**src/sv/pss_pkg.sv**
```systemverilog
// shared types, constants and helpers of the step sequencer
package pss_pkg;

    localparam int DEF_LANES = 4;
    localparam int DEF_STEPS = 32;

    localparam int PHASE_W = 24;
    localparam int LEVEL_W = 13;
    localparam int ADV_W   = 25;
    localparam int RATE_W  = 10;
    localparam int LEN_W   = 6;
    localparam int LFSR_W  = 16;
    localparam int CFG_IDX_W  = 3;
    localparam int CFG_DATA_W = 40;

    localparam logic [LEVEL_W-1:0] LEVEL_ONE   = 13'd4096;
    localparam logic [LFSR_W-1:0]  LFSR_SEED   = 16'd44257;
    localparam logic [LFSR_W-1:0]  LFSR_TAPS   = 16'hB400;
    localparam logic [LEVEL_W-1:0] GATE_THRESH = 13'd205;

    localparam logic [1:0] ACT_TICK    = 2'd0;
    localparam logic [1:0] ACT_WRITE   = 2'd1;
    localparam logic [1:0] ACT_RESTART = 2'd2;

    localparam logic [1:0] KIND_PITCH  = 2'd1;
    localparam logic [1:0] KIND_GATE   = 2'd2;
    localparam logic [1:0] KIND_CHANCE = 2'd3;

    localparam logic [1:0] DIR_FWD  = 2'd0;
    localparam logic [1:0] DIR_REV  = 2'd1;
    localparam logic [1:0] DIR_PING = 2'd2;
    localparam logic [1:0] DIR_RAND = 2'd3;

    localparam logic [CFG_IDX_W-1:0] REG_ENABLE = 3'd0;
    localparam logic [CFG_IDX_W-1:0] REG_KINDS  = 3'd1;
    localparam logic [CFG_IDX_W-1:0] REG_DIRS   = 3'd2;
    localparam logic [CFG_IDX_W-1:0] REG_LENS   = 3'd3;
    localparam logic [CFG_IDX_W-1:0] REG_RATES  = 3'd4;

    typedef struct packed {
        logic [1:0]         action;
        logic [ADV_W-1:0]   tick_advance;
        logic [1:0]         lane_select;
        logic [4:0]         step_select;
        logic [LEVEL_W-1:0] step_level;
    } in_item_t;

    typedef struct packed {
        logic signed [7:0]  pitch_offset;
        logic [LEVEL_W-1:0] gate_level;
        logic [LEVEL_W-1:0] chance_level;
        logic               gate_open;
    } out_item_t;

    // controller to datapath
    typedef struct packed {
        logic clear_acc;  // start of a tick: reset accumulators
        logic restart;    // put lanes before step 0
        logic write_step; // store step value
        logic advance;    // phase add and move for current lane
        logic lookup;     // issue step read for current lane
        logic combine;    // fold read value into sums
    } dp_cmd_t;

    // round((3v - 6144)/256), ties to even
    function automatic logic signed [7:0] pitch_of(input logic [LEVEL_W-1:0] v);
        logic [15:0] u;
        logic [7:0]  rem;
        logic signed [7:0] q;
        begin
            u   = 16'(3 * 32'(v)) + 16'd2048;
            rem = u[7:0];
            q   = 8'(signed'({2'b00, u[15:8]}) - 10'sd32);
            if (rem > 8'd128 || (rem == 8'd128 && q[0]))
                q = q + 8'sd1;
            pitch_of = q;
        end
    endfunction

endpackage

```
**src/sv/pss_ctrl.sv**
```systemverilog
// controller: sequences one item over the lanes
module pss_ctrl import pss_pkg::*; #(
    parameter int LANES = DEF_LANES
) (
    input  logic                      clk,
    input  logic                      rst_n,
    input  logic                      in_valid,
    input  logic [1:0]                in_action,
    output logic                      in_ready,
    input  logic                      out_busy,
    output logic                      out_load,
    output logic [$clog2(LANES+1)-1:0] lane,
    output dp_cmd_t                   cmd
);
    localparam int LW = $clog2(LANES+1);
    localparam logic [2:0] S_IDLE = 3'd0, S_ADV = 3'd1, S_READ = 3'd2,
                           S_COMB = 3'd3, S_DONE = 3'd4;

    logic [2:0]    state_reg, state_next;
    logic [LW-1:0] lane_reg, lane_next;

    assign lane     = lane_reg;
    assign in_ready = (state_reg == S_IDLE);

    always_comb
    begin
        state_next = state_reg;
        lane_next  = lane_reg;
        cmd        = '0;
        out_load   = 1'b0;
        case (state_reg)
            S_IDLE:
            begin
                if (in_valid)
                begin
                    case (in_action)
                        ACT_TICK:
                        begin
                            cmd.clear_acc = 1'b1;
                            lane_next  = '0;
                            state_next = S_ADV;
                        end
                        ACT_WRITE:   cmd.write_step = 1'b1;
                        ACT_RESTART: cmd.restart = 1'b1;
                        default: ;
                    endcase
                end
            end
            S_ADV:
            begin
                cmd.advance = 1'b1;
                state_next  = S_READ;
            end
            S_READ:
            begin
                cmd.lookup = 1'b1;
                state_next = S_COMB;
            end
            S_COMB:
            begin
                cmd.combine = 1'b1;
                lane_next   = lane_reg + 1'b1;
                state_next  = (lane_reg == LW'(LANES - 1)) ? S_DONE : S_ADV;
            end
            S_DONE:
            begin
                if (!out_busy)
                begin
                    out_load   = 1'b1;
                    state_next = S_IDLE;
                end
            end
            default: state_next = S_IDLE;
        endcase
    end

    always_ff @(posedge clk or negedge rst_n)
    begin
        if (!rst_n)
        begin
            state_reg <= S_IDLE;
            lane_reg  <= '0;
        end
        else
        begin
            state_reg <= state_next;
            lane_reg  <= lane_next;
        end
    end
endmodule

```
**config.mk**
```make
export PLATFORM = sky130hd
export DESIGN_NAME = pss_ctrl
export DESIGN_NICKNAME = d
export VERILOG_FILES = /design/src/sv/pss_pkg.sv /design/src/sv/pss_ctrl.sv
export SDC_FILE = /design/constraint.sdc
export NUM_CORES = 1
export LEC_CHECK = 0
export BUFFER_PORTS_ARGS = -buffer_cell sky130_fd_sc_hd__buf_2
export CORE_AREA = 3 3 40 42
export CTS_BUF_LIST = sky130_fd_sc_hd__clkbuf_4
export DETAILED_ROUTE_END_ITERATION = 6
export DIE_AREA = 0 0 43 45
export PLACE_DENSITY_LB_ADDON = 0.2
export SLEW_MARGIN = 10
export SYNTH_ARGS = -nofsm -noshare
export SYNTH_HDL_FRONTEND = slang
export SYNTH_SLANG_ARGS = --single-unit
```
**constraint.sdc**
```tcl
create_clock -name clk -period 1.45 [get_ports clk]
set_input_delay 0.145 -clock clk [delete_from_list [all_inputs] [get_ports clk]]
set_output_delay 0.145 -clock clk [all_outputs]
set_load 0.02 [all_outputs]
```
== Word level (Yosys, flattened, before mapping) ==
Index checks and enable logic that the tools add are counted.

* Register bits after elaboration: 6
* Bits in latches: 0
* Memory bits (writable): 0
* Bits in read-only memories: 0
* Input bits: 6
* Output and inout bits: 11
* Logic and storage cells: 36
* Memories kept: 0

* Add/subtract/negate cells: 1
* Multiply operators: 0
* Div/mod/pow operators: 0
* $lt $le $gt $ge: 0
* Eq/ne operators: 10
* Shift operators: 0
* Multiplexer cells: 18
* Bitwise operators: 0
* Reduce and logical (&&, ||, !) cells: 5

{| class="wikitable"
|+ Operators by type and width
! cell !! count
|-
| 3-bit 2-to-1 mux || 8
|-
| 3-bit case mux with 5 select lines || 1
|-
| 3-bit by 2-bit == test with 1-bit output (second input constant) || 3
|-
| 1-bit 2-to-1 mux || 8
|-
| 3-bit case mux with 2 select lines || 1
|-
| 3-bit AND reduction || 2
|-
| 2-bit != test (second input constant) || 2
|-
| 3-bit by 1-bit adder with 3-bit output (second input constant) || 1
|-
| 3-bit by 1-bit == test with 1-bit output (second input constant) || 1
|-
| 3-bit == test (second input constant) || 1
|-
| 3-bit zero test || 1
|-
| 2-bit by 1-bit == test with 1-bit output (second input constant) || 1
|-
| 2-bit == test (second input constant) || 1
|-
| 2-bit zero test || 1
|-
| 2-bit by 1-bit != test with 1-bit output (second input constant) || 1
|-
| 2-bit nonzero test || 1
|}

== Depth between registers and ports, before layout ==
Gate-level depths: netlist (run 1).

* Depth after elaboration: 4
* Depth in mapped cells: 5
* Gate-level depth less buffers: 5

== Worst setup path after synthesis (run 1) ==
No wires, ideal clock.

* Path kind: register -> output
* Start point: register state_reg[0]
* End point: output port cmd[4] (netlist name)
* Arrival time: 1545 ps
* Data required time: 1305 ps
* Slack: -240 ps
* Stages on the path, launching flop included: 4
* Path buffers: 1
* Cell sequence: dfrtp_1 buf_6 or4b_4 nor3b_1

{| class="wikitable"
|+ RTL lines
! element !! line !! text
|-
| from (decl) || pss_ctrl.sv:19 || <nowiki>logic [2:0] state_reg, state_next;</nowiki>
|-
| from (signal assigned) || pss_ctrl.sv:86 || <nowiki>state_reg <= state_next;</nowiki>
|-
| to (decl) || pss_ctrl.sv:13 || <nowiki>output dp_cmd_t cmd</nowiki>
|}

==> run summary, run 1 <==
status = finished with violations
failing checks = setup timing
die extent in x = 43 um
NetSw = 531.9 uW
Async S/R FF share, synth = 100.0%
Fin Clk Skew = 5.595 ps
Worst Hold Class = in -> reg
clk buf depth = 2
EDFF count, synth = 0
drt first pass iters = 1
Slew HR = 82.38%
Worst R2R End = lane[2]
synth unique cells = 20
Pwr Density = 2074 mW/mm2
Post-Synthesis Net Count = 43
final std cells w/o fill = 78
r2r setup slk = -10 ps
Setup CP Type = reg -> out
static leakage = 0.0002983 uW
insertion delay to the later sink of the worst-skew pair = 240 ps
Post-Syn Area = 354.1 um2
post-DR wirelength/cell = 11.42 um
Comb pwr share = 64.2%
Clk pwr share = 12.2%
Net Sw Frac = 43.06%
min-delay src = out_busy
Peak VDD IR = 0.9573 mV
total CTS buffers = 3
crit path max fanout = 3
Max Cap Viol = 0
YS warnings = 0
hold path depth = 3
Syn Inst Count = 35
I/O pin total = 17
Core Util, Final = 46.35%
TritonCTS clock tree = built
Arr. time, crit path = 1550 ps
# setup viols final = 5
number of global-route vias before repair = 331
nets = 73
largest area contributor in the netlist = dfrtp_1
Root Buffer = clkbuf_4
largest net degree at the start of global routing = 9
drt initial violations = 0
ranking of synthesized cells by area = dfrtp_1, ha_1, nor3b_1
Worst Path Required = 1310 ps
Total Routing Usage GR = 10.33%
Final Instance Area = 595.6 um2
Area Overhead vs Synth = 68.20%
share of total power in sequential cells = 23.6%
Final min period = 1695 ps
RSZ-0062 raised after global routing = true
vias post-DR = 356
Synth Flop Type = dfrtp_1
f_max = 590.0 MHz
hold slack final = 214.8 ps
post-synthesis sequential area ratio = 42.40%
reg2reg path depth = 4
initial antenna violation count = 0
Worst-path clk slew = 50 ps
internal power = 703.3 uW
crit path capture type = output pin
Via-to-Cell Ratio = 4.564
period utilisation layout = 116.9%
CTS H-Tree Depth = 1
Row Count = 13
flops & latches, synth = 6
most frequent cell after synthesis = dfrtp_1
Post-DP Area = 481.7 um2
final setup margin = -244.9 ps
CP Launch Type = register
global placement routability congestion = 0.7086
dpl ws = -15.84 ps
final antenna-violating net count = 0
diode count = 0
post-synthesis area per instance = 10.12 um2
GRT Residual Overflow = 0
share of layout cells above drive strength 1 = 60.32%
clock sinks = 6
reg2reg start = state_reg[2]
Post-synth top cells = dfrtp_1, nor2_1, nand2_1, nor3b_1
Initial Util = 27.56%
core area = 0.001285 mm2
Yosys top cell area share = 42.40%
DIE HEIGHT = 45 um
slew of the pin with the lowest slew margin = 260.7 ps
first-pass GRT wire length = 1.469 mm
die area = 0.001935 mm2
drt total wl = 891 um
port buffer count = 16
Slew Viols, Final = 0
Hold EP = state_reg[2]
dpl hpwl = 648.2 um
final hold vios = 0
Placed Instances = 69
Remaining DRCs = 0
[what timing repair did]
action / in CTS / in global routing
resized for setup: 9 / 3
buffers inserted: 5 / 1
hold endpoints to repair: 6 / 0
hold buffers: 1 / 0
pin swaps: 3 / 3
setup endpoints to repair: 4 / 11
[per-stage QoR]
| stage | TNS (ps) | total power (uW) |
|---|---|---|
| floorplan | -294.1 | 718.7 |
| global placement | 0 | 916.5 |
| detailed placement | -15.84 | 910.4 |
| CTS | -728.8 | 1209 |
| global route | -1068 | 1338 |
| finish | -703.3 | 1235 |
[metal layers]
metal / track usage [%] / share of wire, % / vias to the layer above
li1: - / - / 184
met1: 12.10 / 40 / 161
met2: 17.96 / 51 / 11
met3: 5.578 / 8.9 / 0
met4: 0 / 0 / 0
met5: 0 / 0 / -
[how the worst max path moves through the flow]
stage	start	slack (ps)	end	cells past startpoint
2_1_floorplan	state_reg[0]	-90	lane[2]	4
3_3_place_gp	state_reg[1]	5	cmd[5]	3
3_5_place_dp	state_reg[2]	-20	cmd[4]	3
4_1_cts	state_reg[2]	-240	cmd[3]	3
5_1_grt	state_reg[2]	-310	cmd[4]	3
6_report	state_reg[2]	-240	cmd[4]	3
[logic make-up after synthesis]
kind of cell / after synthesis / share of synthesized area (%)
and+or+nand+nor: 19 / 35.69
DFF: 6 / 42.40
AOI/OAI and AO/OA: 4 / 7.066
buffers and inverters: 3 / 5.301
adders and majority gates: 2 / 7.066
xor gates and xnor gates: 1 / 2.474
[power groups by stage]
stage	Clock, uW	Sequential (uW)	Combinational [uW]
detailed placement	0	292	619
global placement	0	295	621
global route	173	301	864
floorplan	0	350	369
CTS	155	290	764
finish	151	291	793
[placed cells by master (no fill, tap or decap), drive strengths merged]
master / netlist / routed
or2: 1 / 1
dlygate4sd3: 0 / 1
clkbuf: 0 / 3
nand3b: 1 / 1
o2bb2ai: 1 / 1
inv: 2 / 2
nor3: 2 / 2
o21ai: 1 / 1
or4b: 1 / 1
dfrtp: 6 / 6
nand3: 1 / 1
nand2: 3 / 3
nor2: 4 / 4
nand2b: 1 / 1
nor3b: 3 / 3
nor4b: 2 / 2
xor2: 1 / 1
ha: 2 / 2
buf: 1 / 25
a21oi: 1 / 1
o22ai: 1 / 1
[critical path: stages, from the launching register on]
cell and delay, ps:
dfrtp_1 370, or4b_4 580, nor3b_2 190, buf_4 160
[layout make-up]
type | instances | area, um2
multi-input cells | 26 | 219.0
repair buffers | 26 | 177.7
clock buffers | 3 | 22.52
well taps | 15 | 18.77
flip-flops and latches | 6 | 150.1
inverters | 2 | 7.507
fillers | 124 | 689.4
Note: power is estimated with default switching activity, not from simulation.
==> run 2, diff against run 1 <==
- clock period: 1.45 -> 1.7 ns (I/O delays scaled with it)
==> run 2 against run 1 <==
The run now ends clean. Non-clock buffer count is 5 lower. Global-route usage is 0.49 points higher. Flip-flop and latch count stayed put. Clock power is 14% lower. Critical path depth stayed put. Sequential share of layout area is 3.4 points higher. Worst setup slack better by 250 ps. Cell area is 12% lower. Critical path type unchanged. Largest power group unchanged. Highest routed layer unchanged.
==> run summary, run 2 (synthesized netlist as in run 1, its figures left out) <==
Peak VDD IR = 0.7710 mV
insertion delay to the later sink of the worst-skew pair = 240 ps
commonest non-fill, non-tap cell in the layout = buf_2
diode count = 0
status = complete, no violations
Setup CP Type = reg -> out
GRT Residual Overflow = 0
CTS H-Tree Depth = 1
CP Launch Type = register
Max Cap Viol = 0
Cell Chain, Critical Path = or4b_4 > nor3b_2 > buf_4
Area Overhead vs Synth = 48.41%
total CTS buffers = 3
Net Sw Frac = 45.39%
CP peak stage delay = 580 ps
Pwr Density = 1746 mW/mm2
Total Routing Usage GR = 10.82%
static leakage = 0.0002666 uW
slew of the pin with the lowest slew margin = 290.0 ps
Placed Instances = 68
Worst-path clk slew = 50 ps
Via-to-Cell Ratio = 4.603
Arr. time, crit path = 1520 ps
crit path capture = cmd[3]
first-pass GRT wire length = 1.490 mm
number of global-route vias before repair = 349
internal power = 501.1 uW
die extent in x = 43 um
Row Count = 13
share of layout cells above drive strength 1 = 48.28%
crit path from = state_reg[1]
TritonCTS clock tree = built
initial antenna violation count = 0
final std cells w/o fill = 73
Comb pwr share = 59.0%
crit path capture type = output pin
r2r setup slk = 230 ps
period utilisation layout = 99.49%
RSZ-0062 raised after global routing = true
final antenna-violating net count = 0
DIE HEIGHT = 45 um
Remaining DRCs = 0
post-DR wirelength/cell = 11.71 um
dpl hpwl = 663.1 um
f_max = 591.3 MHz
Slew Viols, Final = 0
NetSw = 416.5 uW
Fin Clk Skew = 4.771 ps
# setup viols final = 0
drt initial violations = 3
core area = 0.001285 mm2
reg2reg path depth = 4
die area = 0.001935 mm2
Worst R2R End = lane[2]
nets = 68
drt first pass iters = 4
drt total wl = 855 um
I/O pin total = 17
share of total power in sequential cells = 26.9%
Clk pwr share = 14.2%
most frequent cells in the layout = buf_2, dfrtp_1, buf_4, nor2_1
Core Util, Final = 40.90%
Final min period = 1691 ps
reg2reg start = state_reg[1]
area occupied by multi-input gates = 195.2 um2
Slowest cell on crit path = or4b_4
final hold vios = 0
sequential cell area = 150.1 um2
crit path max fanout = 3
Initial Util = 27.56%
largest net degree at the start of global routing = 9
Root Buffer = clkbuf_4
Worst Hold Class = in -> reg
global placement routability congestion = 0.6545
Slew HR = 80.40%
clock sinks = 6
port buffer count = 16
clk buf depth = 2
fillcell total = 129
vias post-DR = 336
Worst Path Required = 1530 ps
-- run 2: cell type report --
cell class / instances / area share [%]
timing repair buffer: 21 / 25.00
multi-input combinational: 26 / 37.14
sequential: 6 / 28.57
tap: 15 / 3.571
inverter: 2 / 1.429
clock buffer: 3 / 4.286
-- run 2: worst min path at each step --
stage	from	end	slack, ps	cells past startpoint
after floorplan	rst_n	lane[0]	-130	0
after global placement	rst_n	state_reg[0]	7	1
after detailed placement	rst_n	state_reg[0]	5	1
after CTS	out_busy	state_reg[2]	180	3
after global routing	out_busy	state_reg[2]	200	3
final	out_busy	state_reg[2]	190	3
-- run 2: routing by layer --
| layer | track usage [%] | wire length [um] | vias up |
|---|---|---|---|
| li1 | - | - | 171 |
| met1 | 13.55 | 385 | 153 |
| met2 | 15.87 | 397 | 12 |
| met3 | 5.976 | 72 | 0 |
| met4 | 3.614 | 0 | 0 |
| met5 | 0 | 0 | - |
-- run 2: critical path: cells and delay by family (launching register included) --
family | cells | cell delay (ps)
flops | 1 | 370
buf+inv | 1 | 160
simple gates | 2 | 750
-- run 2: power groups by stage --
stage	sequential, uW	clock [uW]	combinational (uW)
global route	256	152	602
CTS	248	137	545
detailed placement	250	0	528
floorplan	299	0	312
finish	247	130	541
global placement	251	0	531
-- run 2: timing repair --
action / 4_1_cts / 5_1_grt
pin swaps: 3 / 1
endpoints found under the setup margin: 3 / 3
gates resized for setup: 5 / 0
endpoints found under the hold margin: 6 / 0
hold buffers: 1 / 0
buffers inserted: 1 / 0
-- run 2: per-stage QoR --
step / power (uW) / instance area, um2 / setup WS [ps] / setup TNS [ps] / hold WS, ps
finish: 917.6 / 525.5 / 8.723 / 0 / 189.3
global route: 1010 / 525.5 / -76.29 / -206.1 / 195.5
CTS: 929.7 / 525.5 / -57.23 / -82.90 / 184.7
detailed placement: 777.3 / 469.2 / 188.9 / 0 / 5.481
global placement: 782.3 / 469.2 / 186.0 / 0 / 7.439
floorplan: 610.9 / 359.1 / -7.270 / -7.270 / -125.6
